===== config.mk =====
export PLATFORM = sky130hd
export DESIGN_NAME = relative_cc_to_absolute_knobs_top
export DESIGN_NICKNAME = d
export VERILOG_FILES = /design/src/rtl/rcak_pkg.sv /design/src/rtl/rcak_front.sv /design/src/rtl/rcak_fifo.sv /design/src/rtl/rcak_back.sv /design/src/rtl/relative_cc_to_absolute_knobs_top.sv
export SDC_FILE = /design/constraint.sdc
export NUM_CORES = 1
export LEC_CHECK = 0
export BUFFER_PORTS_ARGS = -buffer_cell sky130_fd_sc_hd__buf_4
export CORE_MARGIN = 4
export CORE_UTILIZATION = 45
export CTS_CLUSTER_SIZE = 20
export DETAILED_ROUTE_END_ITERATION = 8
export GPL_ROUTABILITY_DRIVEN = 1
export PLACE_DENSITY = 0.6
export SYNTH_ARGS = -nofsm -noshare
export SYNTH_HDL_FRONTEND = slang
export SYNTH_HIERARCHICAL = 1
export SYNTH_SLANG_ARGS = --single-unit

===== constraint.sdc =====
create_clock -name clk_i -period 5.3 [get_ports clk_i]
set_input_delay 0.53 -clock clk_i [delete_from_list [all_inputs] [get_ports clk_i]]
set_output_delay 0.53 -clock clk_i [all_outputs]
set_load 0.01 [all_outputs]

===== src/rtl/rcak_pkg.sv =====
// Shared types and constants for the relative-to-absolute knob mapper.
// No dependencies; every other file imports this package.
package rcak_pkg;

  localparam int MAP_SLOTS      = 8;
  localparam int KNOB_COUNT_DEF = 8;
  localparam int MAP_W          = 11;
  localparam int MAP_IDX_W      = 3;
  localparam int CFG_IDX_W      = 4;
  localparam int VAL_W          = 7;
  localparam int FRAME_W        = 16;
  localparam int COUNT_W        = 3;
  localparam int BYTE_W         = 8;

  localparam logic [3:0]       CC_NIBBLE     = 4'hB;
  localparam logic [VAL_W-1:0] STEP_NONE     = 7'd0;
  localparam logic [VAL_W-1:0] STEP_HALF     = 7'd64;
  localparam logic [VAL_W-1:0] VALUE_MAX     = 7'd127;
  localparam logic [COUNT_W-1:0] GEN_COUNT   = 3'd3;
  localparam logic [MAP_W-1:0] MAP_RESET_BASE = 11'd102;

  // One classified event waiting for the back end.
  typedef struct packed {
    logic [FRAME_W-1:0]   frame;
    logic [COUNT_W-1:0]   count;
    logic [BYTE_W-1:0]    status;
    logic [BYTE_W-1:0]    first;
    logic [BYTE_W-1:0]    second;
    logic [BYTE_W-1:0]    third;
    logic [MAP_SLOTS-1:0] mask;
  } entry_t;

  // One result as held in the output register.
  typedef struct packed {
    logic [FRAME_W-1:0] frame;
    logic [COUNT_W-1:0] count;
    logic [BYTE_W-1:0]  status;
    logic [BYTE_W-1:0]  first;
    logic [BYTE_W-1:0]  second;
    logic [BYTE_W-1:0]  third;
    logic               last;
  } result_t;

  // Queue status seen by the front and back ends.
  typedef struct packed {
    logic full;
    logic empty;
  } fifo_stat_t;

endpackage


===== src/rtl/rcak_front.sv =====
// Front end: accepts events and builds the per-knob match mask.
// Depends on rcak_pkg.
module rcak_front #(
  parameter int KnobCount = rcak_pkg::KNOB_COUNT_DEF
) (
  input  logic [rcak_pkg::MAP_W-1:0]   map_i [rcak_pkg::MAP_SLOTS],
  input  logic                         in_valid_i,
  output logic                         in_stall_o,
  input  logic [rcak_pkg::FRAME_W-1:0] frame_offset_i,
  input  logic [rcak_pkg::COUNT_W-1:0] byte_count_i,
  input  logic [rcak_pkg::BYTE_W-1:0]  status_byte_i,
  input  logic [rcak_pkg::BYTE_W-1:0]  first_data_i,
  input  logic [rcak_pkg::BYTE_W-1:0]  second_data_i,
  input  logic [rcak_pkg::BYTE_W-1:0]  third_data_i,
  input  rcak_pkg::fifo_stat_t         fifo_stat_i,
  output logic                         push_o,
  output rcak_pkg::entry_t             entry_o
);
  import rcak_pkg::*;

  logic is_cc;

  assign is_cc      = (status_byte_i[7:4] == CC_NIBBLE);
  assign in_stall_o = fifo_stat_i.full;
  assign push_o     = in_valid_i && !fifo_stat_i.full;

  always_comb begin
    entry_o.frame  = frame_offset_i;
    entry_o.count  = byte_count_i;
    entry_o.status = status_byte_i;
    entry_o.first  = first_data_i;
    entry_o.second = second_data_i;
    entry_o.third  = third_data_i;
    entry_o.mask   = '0;
    // Data bit 7 takes no part in matching.
    for (int k = 0; k < KnobCount; k++) begin
      entry_o.mask[k] = is_cc && (map_i[k][10:7] == status_byte_i[3:0])
                        && (map_i[k][6:0] == first_data_i[6:0]);
    end
  end

endmodule


===== src/rtl/rcak_fifo.sv =====
// Two-entry queue between the front and back ends.
// Depends on rcak_pkg.
module rcak_fifo (
  input  logic                 clk_i,
  input  logic                 rst_ni,
  input  logic                 push_i,
  input  rcak_pkg::entry_t     entry_i,
  input  logic                 pop_i,
  output rcak_pkg::entry_t     head_o,
  output rcak_pkg::fifo_stat_t stat_o
);
  import rcak_pkg::*;

  entry_t     mem_q [2];
  logic       wr_ptr_q, rd_ptr_q;
  logic [1:0] count_q;

  assign head_o       = mem_q[rd_ptr_q];
  assign stat_o.full  = (count_q == 2'd2);
  assign stat_o.empty = (count_q == 2'd0);

  always_ff @(posedge clk_i) begin
    if (push_i) begin
      mem_q[wr_ptr_q] <= entry_i;
    end
  end

  always_ff @(posedge clk_i or negedge rst_ni) begin
    if (!rst_ni) begin
      wr_ptr_q <= 1'b0;
      rd_ptr_q <= 1'b0;
      count_q  <= 2'd0;
    end else begin
      if (push_i) wr_ptr_q <= !wr_ptr_q;
      if (pop_i)  rd_ptr_q <= !rd_ptr_q;
      unique case ({push_i, pop_i})
        2'b10:   count_q <= count_q + 2'd1;
        2'b01:   count_q <= count_q - 2'd1;
        default: count_q <= count_q;
      endcase
    end
  end

endmodule


===== src/rtl/rcak_back.sv =====
// Back end: drives the output register, one matching knob per unstalled cycle.
// Depends on rcak_pkg.
module rcak_back #(
  parameter int KnobCount = rcak_pkg::KNOB_COUNT_DEF
) (
  input  logic                 clk_i,
  input  logic                 rst_ni,
  input  rcak_pkg::entry_t     head_i,
  input  rcak_pkg::fifo_stat_t fifo_stat_i,
  output logic                 pop_o,
  input  logic                 out_stall_i,
  output logic                 out_valid_o,
  output rcak_pkg::result_t    result_o
);
  import rcak_pkg::*;

  localparam int KnobIdxW = (KnobCount > 1) ? $clog2(KnobCount) : 1;

  logic [VAL_W-1:0]     knob_q [KnobCount];
  logic [KnobCount-1:0] done_q, done_d;
  logic [KnobCount-1:0] rem, after;
  logic [KnobIdxW-1:0]  sel;
  logic                 out_valid_q;
  result_t              res_q, res_d;
  logic                 fire;
  logic [VAL_W-1:0]     cur, step, dec, new_val;
  logic [VAL_W:0]       sum;

  assign out_valid_o = out_valid_q;
  assign result_o    = res_q;
  assign fire        = !fifo_stat_i.empty && (!out_valid_q || !out_stall_i);

  always_comb begin
    rem = head_i.mask[KnobCount-1:0] & ~done_q;
    sel = '0;
    for (int k = KnobCount - 1; k >= 0; k--) begin
      if (rem[k]) sel = KnobIdxW'(k);
    end
    after = rem & ~(KnobCount'(1) << sel);
  end

  // Relative step: 1..63 up, 65..127 down by 128 minus the code, 0 and 64 hold.
  always_comb begin
    cur  = knob_q[sel];
    step = head_i.second[6:0];
    sum  = {1'b0, cur} + {1'b0, step};
    dec  = STEP_NONE - step;
    priority if (step == STEP_NONE || step == STEP_HALF) begin
      new_val = cur;
    end else if (!step[6]) begin
      new_val = sum[VAL_W] ? VALUE_MAX : sum[VAL_W-1:0];
    end else begin
      new_val = (cur < dec) ? STEP_NONE : cur - dec;
    end
  end

  always_comb begin
    res_d.frame = head_i.frame;
    if (rem == '0) begin
      res_d.count  = head_i.count;
      res_d.status = head_i.status;
      res_d.first  = head_i.first;
      res_d.second = head_i.second;
      res_d.third  = head_i.third;
      res_d.last   = 1'b1;
      done_d       = '0;
      pop_o        = fire;
    end else begin
      res_d.count  = GEN_COUNT;
      res_d.status = {CC_NIBBLE, head_i.status[3:0]};
      res_d.first  = {1'b0, head_i.first[6:0]};
      res_d.second = {1'b0, new_val};
      res_d.third  = '0;
      res_d.last   = (after == '0);
      done_d       = (after == '0) ? '0 : (done_q | (rem & ~after));
      pop_o        = fire && (after == '0);
    end
  end

  always_ff @(posedge clk_i) begin
    if (fire) begin
      res_q <= res_d;
    end
  end

  always_ff @(posedge clk_i or negedge rst_ni) begin
    if (!rst_ni) begin
      out_valid_q <= 1'b0;
      done_q      <= '0;
      for (int k = 0; k < KnobCount; k++) knob_q[k] <= '0;
    end else begin
      if (fire) begin
        out_valid_q <= 1'b1;
        done_q      <= done_d;
        if (rem != '0) knob_q[sel] <= new_val;
      end else if (!out_stall_i) begin
        out_valid_q <= 1'b0;
      end
    end
  end

endmodule


===== src/rtl/relative_cc_to_absolute_knobs_top.sv =====
// Top level of the relative-to-absolute knob mapper: map registers and wiring.
// Depends on rcak_pkg, rcak_front, rcak_fifo and rcak_back.
//
// Input channel (in_valid_i / in_stall_o): one MIDI event per request. A
// control change whose channel and controller match one or more knob maps
// steps each matching knob by the relative code in the second data byte and
// yields one absolute control change per match, in knob order; anything else
// yields the event unchanged. out_last_o marks the final result of an event.
// Output channel (out_valid_o / out_stall_i): results leave an output register.
// Config channel (cfg_valid_i / cfg_ready_o): writes knob map i at index i;
// always ready, indexes past the last map are dropped. Write only while idle.
// Each accepted event is registered in the queue, and each result then in the
// output register. The back end steps one knob per cycle while the output
// is not stalled: one result per match, one for a pass-through.
// The two-entry queue takes inputs until full while the output is stalled;
// a stalled result holds in the output register. Reset clears all knob values
// to zero and loads maps 0..7 with channel 1, controllers 102..109.
module relative_cc_to_absolute_knobs_top #(
  parameter int KNOB_COUNT = rcak_pkg::KNOB_COUNT_DEF
) (
  input  logic                           clk_i,
  input  logic                           rst_ni,
  input  logic                           cfg_valid_i,
  output logic                           cfg_ready_o,
  input  logic [rcak_pkg::CFG_IDX_W-1:0] cfg_index_i,
  input  logic [rcak_pkg::MAP_W-1:0]     cfg_data_i,
  input  logic                           in_valid_i,
  output logic                           in_stall_o,
  input  logic [rcak_pkg::FRAME_W-1:0]   frame_offset_i,
  input  logic [rcak_pkg::COUNT_W-1:0]   byte_count_i,
  input  logic [rcak_pkg::BYTE_W-1:0]    status_byte_i,
  input  logic [rcak_pkg::BYTE_W-1:0]    first_data_i,
  input  logic [rcak_pkg::BYTE_W-1:0]    second_data_i,
  input  logic [rcak_pkg::BYTE_W-1:0]    third_data_i,
  output logic                           out_valid_o,
  input  logic                           out_stall_i,
  output logic [rcak_pkg::FRAME_W-1:0]   out_frame_o,
  output logic [rcak_pkg::COUNT_W-1:0]   out_count_o,
  output logic [rcak_pkg::BYTE_W-1:0]    out_status_o,
  output logic [rcak_pkg::BYTE_W-1:0]    out_first_o,
  output logic [rcak_pkg::BYTE_W-1:0]    out_second_o,
  output logic [rcak_pkg::BYTE_W-1:0]    out_third_o,
  output logic                           out_last_o
);
  import rcak_pkg::*;

  logic [MAP_W-1:0] map_q [MAP_SLOTS];
  logic             push, pop;
  entry_t           entry, head;
  fifo_stat_t       fifo_stat;
  result_t          result;

  assign cfg_ready_o = 1'b1;

  always_ff @(posedge clk_i or negedge rst_ni) begin
    if (!rst_ni) begin
      for (int k = 0; k < MAP_SLOTS; k++) begin
        map_q[k] <= MAP_RESET_BASE + MAP_W'(k);
      end
    end else if (cfg_valid_i && (cfg_index_i < CFG_IDX_W'(MAP_SLOTS))) begin
      map_q[cfg_index_i[MAP_IDX_W-1:0]] <= cfg_data_i;
    end
  end

  rcak_front #(
    .KnobCount(KNOB_COUNT)
  ) u_front (
    .map_i          (map_q),
    .in_valid_i     (in_valid_i),
    .in_stall_o     (in_stall_o),
    .frame_offset_i (frame_offset_i),
    .byte_count_i   (byte_count_i),
    .status_byte_i  (status_byte_i),
    .first_data_i   (first_data_i),
    .second_data_i  (second_data_i),
    .third_data_i   (third_data_i),
    .fifo_stat_i    (fifo_stat),
    .push_o         (push),
    .entry_o        (entry)
  );

  rcak_fifo u_fifo (
    .clk_i   (clk_i),
    .rst_ni  (rst_ni),
    .push_i  (push),
    .entry_i (entry),
    .pop_i   (pop),
    .head_o  (head),
    .stat_o  (fifo_stat)
  );

  rcak_back #(
    .KnobCount(KNOB_COUNT)
  ) u_back (
    .clk_i       (clk_i),
    .rst_ni      (rst_ni),
    .head_i      (head),
    .fifo_stat_i (fifo_stat),
    .pop_o       (pop),
    .out_stall_i (out_stall_i),
    .out_valid_o (out_valid_o),
    .result_o    (result)
  );

  assign out_frame_o  = result.frame;
  assign out_count_o  = result.count;
  assign out_status_o = result.status;
  assign out_first_o  = result.first;
  assign out_second_o = result.second;
  assign out_third_o  = result.third;
  assign out_last_o   = result.last;

endmodule

# Word level (Yosys, flattened, before mapping)
# Memories as Yosys holds them, arrays and structs flattened.
# Cells that the tools add are included.
# Widths: inputs -> output; s select.
[classes] n_addsub=5 n_lt_le_gt_ge=6 eq_ne=22 shift=1 mux=30 bitwise=9 reduce_logical=37
[ops] operator="$bwmux 88" n=1
[ops] operator="$bwmux 56" n=1
[ops] operator="$eq 7x7->1" n=8
[ops] operator="$mux 7" n=7
[ops] operator="$demux 11 s3" n=1
[ops] operator="$eq 4x4->1" n=8
[ops] operator="$and 8x8->8" n=3
[ops] operator="$mux 3" n=8
[ops] operator="$not 8->8" n=3
[ops] operator="$logic_and 1x1->1" n=22
[ops] operator="$bmux 7 s3" n=1
[ops] operator="$demux 7 s3" n=1
[ops] operator="$logic_not 8->1" n=2
[ops] operator="$mux 16" n=1
[ops] operator="$mux 8" n=2
[ops] operator="$mux 11" n=1
[ops] operator="$add 7x7->8" n=1
[ops] operator="$ge 4x4->1 const B" n=2
[ops] operator="$lt 4x1->1 const B" n=2
[ops] operator="$not 3->4" n=2
[ops] operator="$or 8x8->8" n=1
[ops] operator="$reduce_bool 8->1" n=1
[ops] operator="$shl 1x3->8 const A" n=1
[ops] operator="$eq 7x7->1 const B" n=1
[ops] operator="18 further kinds" n=29
[word_totals] ff_bits=209 mem_bits_rw=118 inputBits=71 wordCells=142 n_memories=1
[mem_list] memory="u_fifo.mem_q" words=2 word_bits=59 read_ports=1 rd_ports_with_merged_regs=0 write_ports=1 line_no="rcak_fifo.sv:14" rtl="entry_t mem_q [2];"

# Depth between registers and ports, before layout
[logic_depth] ltp_word=19 mapped_depth=24 depth_no_buf=20

# Cells and area by module
# The synthesis kept the hierarchy.
[modules_own_cells] module="rcak_back" instances=1 cells_each=513 area_each_um2=5898.2
[modules_own_cells] module="rcak_fifo" instances=1 cells_each=200 area_each_um2=4744.6
[modules_own_cells] module="relative_cc_to_absolute_knobs_top" instances=1 cells_each=198 area_each_um2=3432.0
[modules_own_cells] module="rcak_front" instances=1 cells_each=186 area_each_um2=1535.2

# Worst setup path before layout
# No wires, ideal clock.
[synth_path] path_kind="register to register" start="register u_fifo.rd_ptr_q" end="register u_back.res_q (netlist bit u_back/result_o[14]), data pin" arrival_ns=4.610 setup_slack_ns=0.428 stages_incl_launch_ff=24 n_path_buf=4 synth_period_minus_slack_ns=4.872 cell_sequence="dfrtp_1 buf_6 buf_12 mux2_4 nor2b_1 buf_2 or2_1 nor3b_4 buf_2 nand2_1 and3_1 a311oi_1 a31o_2 ha_1 a21o_1 a21oi_1 o21bai_1 a21oi_1 o21bai_1 a21oi_1 nand2_1 a22oi_1 o31ai_4 mux2_1"
[synth_lines] element="start, declared" line_no="rcak_fifo.sv:15" rtl="logic wr_ptr_q, rd_ptr_q;"
[synth_lines] element="start signal, assigned" line_no="rcak_fifo.sv:35" rtl="if (pop_i) rd_ptr_q <= !rd_ptr_q;"
[synth_lines] element="end signal, assigned" line_no="rcak_back.sv:82" rtl="res_q <= res_d;"
[synth_lines] element="end, declared" line_no="rcak_back.sv:24" rtl="result_t res_q, res_d;"

==> metrics.csv <==
stage,metric,value,unit
logic_synthesis,dominant cells by area after synthesis,"edfxtp_1 (33%), dfrtp_1 (20%), mux2_2 (9.4%), mux2_4 (5.8%), dfstp_2 (5.7%)",
logic_synthesis,top-area cell type share of the netlist area,0.3270,
power,leakage dissipation,7.039,nW
final_layout,n_diodes,0,
final_layout,final core utilization,0.5233,
power,sw frac,0.3762,
routing,post-route ant nets,0,
clocking,Max clock buf depth,3,
setup_path,Reg2Reg Setup Slack,430,ps
routing,Residual DRC,0,
floorplan,overall die area,37730,µm²
power,Peak VDD IR,0.4374,mV
sta,Slew @ Worst Pin,1110,ps
logic_synthesis,asr flop ratio synth,0.4801,
routing,via-per-instance ratio,5.219,
routing,via count,8679,
sta,Clock Skew,11.72,ps
sta,Final setup viols,0,
logic_synthesis,synthesized instance count,1097,
routing,WL/cell,20.04,µm
sta,final hold vios,0,
setup_path,WP data required,5570,ps
clocking,CTS tree,yes,
global_routing,total gr overflow,0,
logic_synthesis,"Distinct cells, synth",73,
clocking,H-tree depth,2,
floorplan,core area,33870,µm²
sta,setup TNS,0,ps
clocking,CTS root buffer,clkbuf_16,
logic_synthesis,"count leader, synth",edfxtp_1,
sta,Final min period,4875,ps
setup_path,CP Max Fanout,21,
power,Power Internal,7.793,mW
setup_path,critical path capture point type,register,
clocking,clock sink total,327,
logic_synthesis,yosys warns,6,
routing,DR iter-0 viols,371,
clocking,"Clk Latency, worst-skew pair",510,ps
logic_synthesis,#FFs+latches synth,327,
power,P per Cell Area,704.9,nW/µm²
final_layout,layout cells sized above 1,0.3868,
global_routing,largest net degree at the start of global routing,73,
placed_design,DP Wirelength,23030,µm
run_status,outcome,finished clean,
sta,"Slew Viols, Final",0,
final_layout,FF/Latch Area,9080,µm²
power,sequential power share,0.323,
floorplan,chip width,194.3,µm
logic_synthesis,syn_area_per_cell,14.23,µm²
setup_path,crit path launch type,register,
floorplan,Initial Utilization,0.4609,
final_layout,Fillers,2927,
logic_synthesis,number of flops mapped to enable cells by yosys,170,
global_routing,gr usage total,0.1759,
setup_path,CP arrival,5140,ps
sta,fmax,0.2051,GHz
logic_synthesis,post-synthesis sequential area ratio,0.5814,
setup_path,WS Path Type,register to register,
sta,crit share post-route,0.9197,
global_routing,antenna violations before repair,0,
setup_path,worst-path cell chain,mux2_4 > nor2b_1 > or2_1 > nor3b_4 > buf_4 > nand2_1 > a311oi_1 > a31o_2 > inv_1 > ha_1 > inv_1 > fa_1 > nand2_1 > mux2i_1 > a2111oi_0 > a311oi_1 > o21ai_2 > mux2_2,
sta,RSZ-0062 raised after global routing,no,
placed_design,GPL Wtd Cong,0.9051,
power,"Power, Total",12.49,mW
final_layout,Synth-to-Final Area Change,13.53,%
logic_synthesis,Yosys top cell by area,edfxtp_1,
logic_synthesis,most common library cells after synthesis,"edfxtp_1 (170), mux2_2 (130), dfrtp_1 (123)",
clocking,CTS buffer count,37,
power,Gate power share,0.481,
logic_synthesis,Synth Cell Area,15610,µm²
logic_synthesis,Syn Nets,1186,
clocking,Worst-path clk slew,60,ps
global_routing,wire length of the first global-routing pass,52730,µm
hold_path,Hold Crit Class,primary input to async pin,
routing,First-pass DRT Iterations,4,
final_layout,area of the multi-input gates,5663,µm²
sta,relative slew slack,0.2599,
power,clock power share,0.197,
floorplan,die height,194.3,µm
clocking,CTS Hold Bufs,0,
setup_path,crit-path max cell delay,550,ps
power,sw power,4.699,mW
logic_synthesis,Synth Flop Type,edfxtp_1,
floorplan,row cnt,67,
routing,final WL,33320,µm
placed_design,IO Port Bufs,124,
setup_path,slowest CP cell,dfrtp_4,
clocking,post-CTS setup buffers,0,
final_layout,Nets,1276,
flow_run,max_cap viols,0,
global_routing,number of global-route vias before repair,8973,
floorplan,IO Pins,126,
clocking,post-CTS sizing,0,
## kinds of logic (layout without fill, tap and decap cells)
kind of cell,count (synthesis),count (layout),share of synthesized area
AO/OA/AOI/OAI,113,113,0.05491
AND/OR/NAND/NOR,210,210,0.07414
adder cells (fa/ha/maj),18,18,0.01539
buffers and inverters,125,243,0.05811
other,1,1,0.0002402
flip-flops,327,327,0.5814
multiplexers,197,197,0.1563
XOR/XNOR,106,106,0.05947
## worst paths after layout
check	startpoint	endpoint	depth (start not counted)
max reg2reg	u_fifo/rd_ptr_q$_DFFE_PN0P_	u_back/result_o[15]$_DFFE_PP_	18
max	u_fifo/rd_ptr_q$_DFFE_PN0P_	u_back/result_o[15]$_DFFE_PP_	18
max in group asynchronous	rst_ni	u_back/knob_q[0]$_DFFE_PN0P_	2
min	rst_ni	u_back/knob_q[34]$_DFFE_PN0P_	1
min reg2reg	u_back/done_q[7]$_DFFE_PN0P_	u_back/done_q[7]$_DFFE_PN0P_	1
min in group clk_i	third_data_i[6]	u_fifo/mem_q[0][14]$_DFFE_PP_	1
## registers in the layout, indices dropped and copies added, names as in the netlist
name,flops
u_fifo/mem_q,118
map_q,88
u_back/knob_q,56
u_back/result_o,52
u_back/done_q,8
u_fifo/count_q,2
u_back/out_valid_o,1
u_fifo/rd_ptr_q,1
u_fifo/wr_ptr_q,1
## placed cells by master, fill, tap and decap left out, drive strengths merged, types with 4 or more instances in the layout
cell,instances
a311oi,6
xnor2,102
nor2,23
a21oi,21
inv,28
nand3,13
nand4,28
o221ai,4
a211oi,4
nor2b,9
o21ai,19
edfxtp,170
nor3,15
and3,6
xor2,4
a32o,4
o211ai,6
nand3b,4
a22oi,7
mux2,194
nor3b,5
dfrtp,123
buf,149
o22ai,5
ha,16
nand2,72
a21o,7
nand2b,18
and2,13
o21a,9
clkinv,7
clkbuf,56
a31o,5
dfstp,34
## power by group through the flow
stage          clock [mW]  combinational, mW  sequential (mW)
2_1_floorplan           0               4.32             4.06
5_1_grt              2.64               6.59             4.11
6_report             2.46               6.00             4.03
3_3_place_gp            0               5.94             4.07
3_5_place_dp            0               5.97             4.08
4_1_cts              2.53               6.00             4.04
## metrics by stage
| stage | hold WS, ps | instance area, µm² | setup WS, ps | cells |
|---|---|---|---|---|
| after global placement | 467.9 | 16530 | 203.3 | 1596 |
| after CTS | 60.21 | 17710 | 161.0 | 1663 |
| final | 38.86 | 17720 | 425.4 | 1663 |
| after floorplan | 234.4 | 15610 | 427.6 | 1097 |
| after detailed placement | 473.8 | 16530 | 177.0 | 1596 |
| after global routing | 89.25 | 17720 | 61.33 | 1663 |
## metal layers
layer / track usage / vias to the layer above / routed length (µm)
met5: 0 / - / 0
met4: 0.05104 / 0 / 843
met3: 0.02745 / 59 / 1297
met2: 0.2986 / 172 / 16590
met1: 0.2358 / 4341 / 14590
li1: - / 4107 / -
## area by class of cell
class | count | area share
sequential | 327 | 0.5124
multi-input combinational | 645 | 0.3195
timing repair buffer | 149 | 0.06404
clock buffer | 56 | 0.06192
tap | 448 | 0.03163
inverter | 27 | 0.005719
clock inverter | 11 | 0.004801
## worst max-delay path, delay by kind of cell (launching register included)
kind                       cells  cell delay, ps
DFF                            1             550
AOI/OAI and AO/OA              5            1250
buffers and inverters          3             510
adders and majority gates      2             440
muxes                          3             910
and+or+nand+nor                5             980
Note: power is estimated with default switching activity, not from simulation.
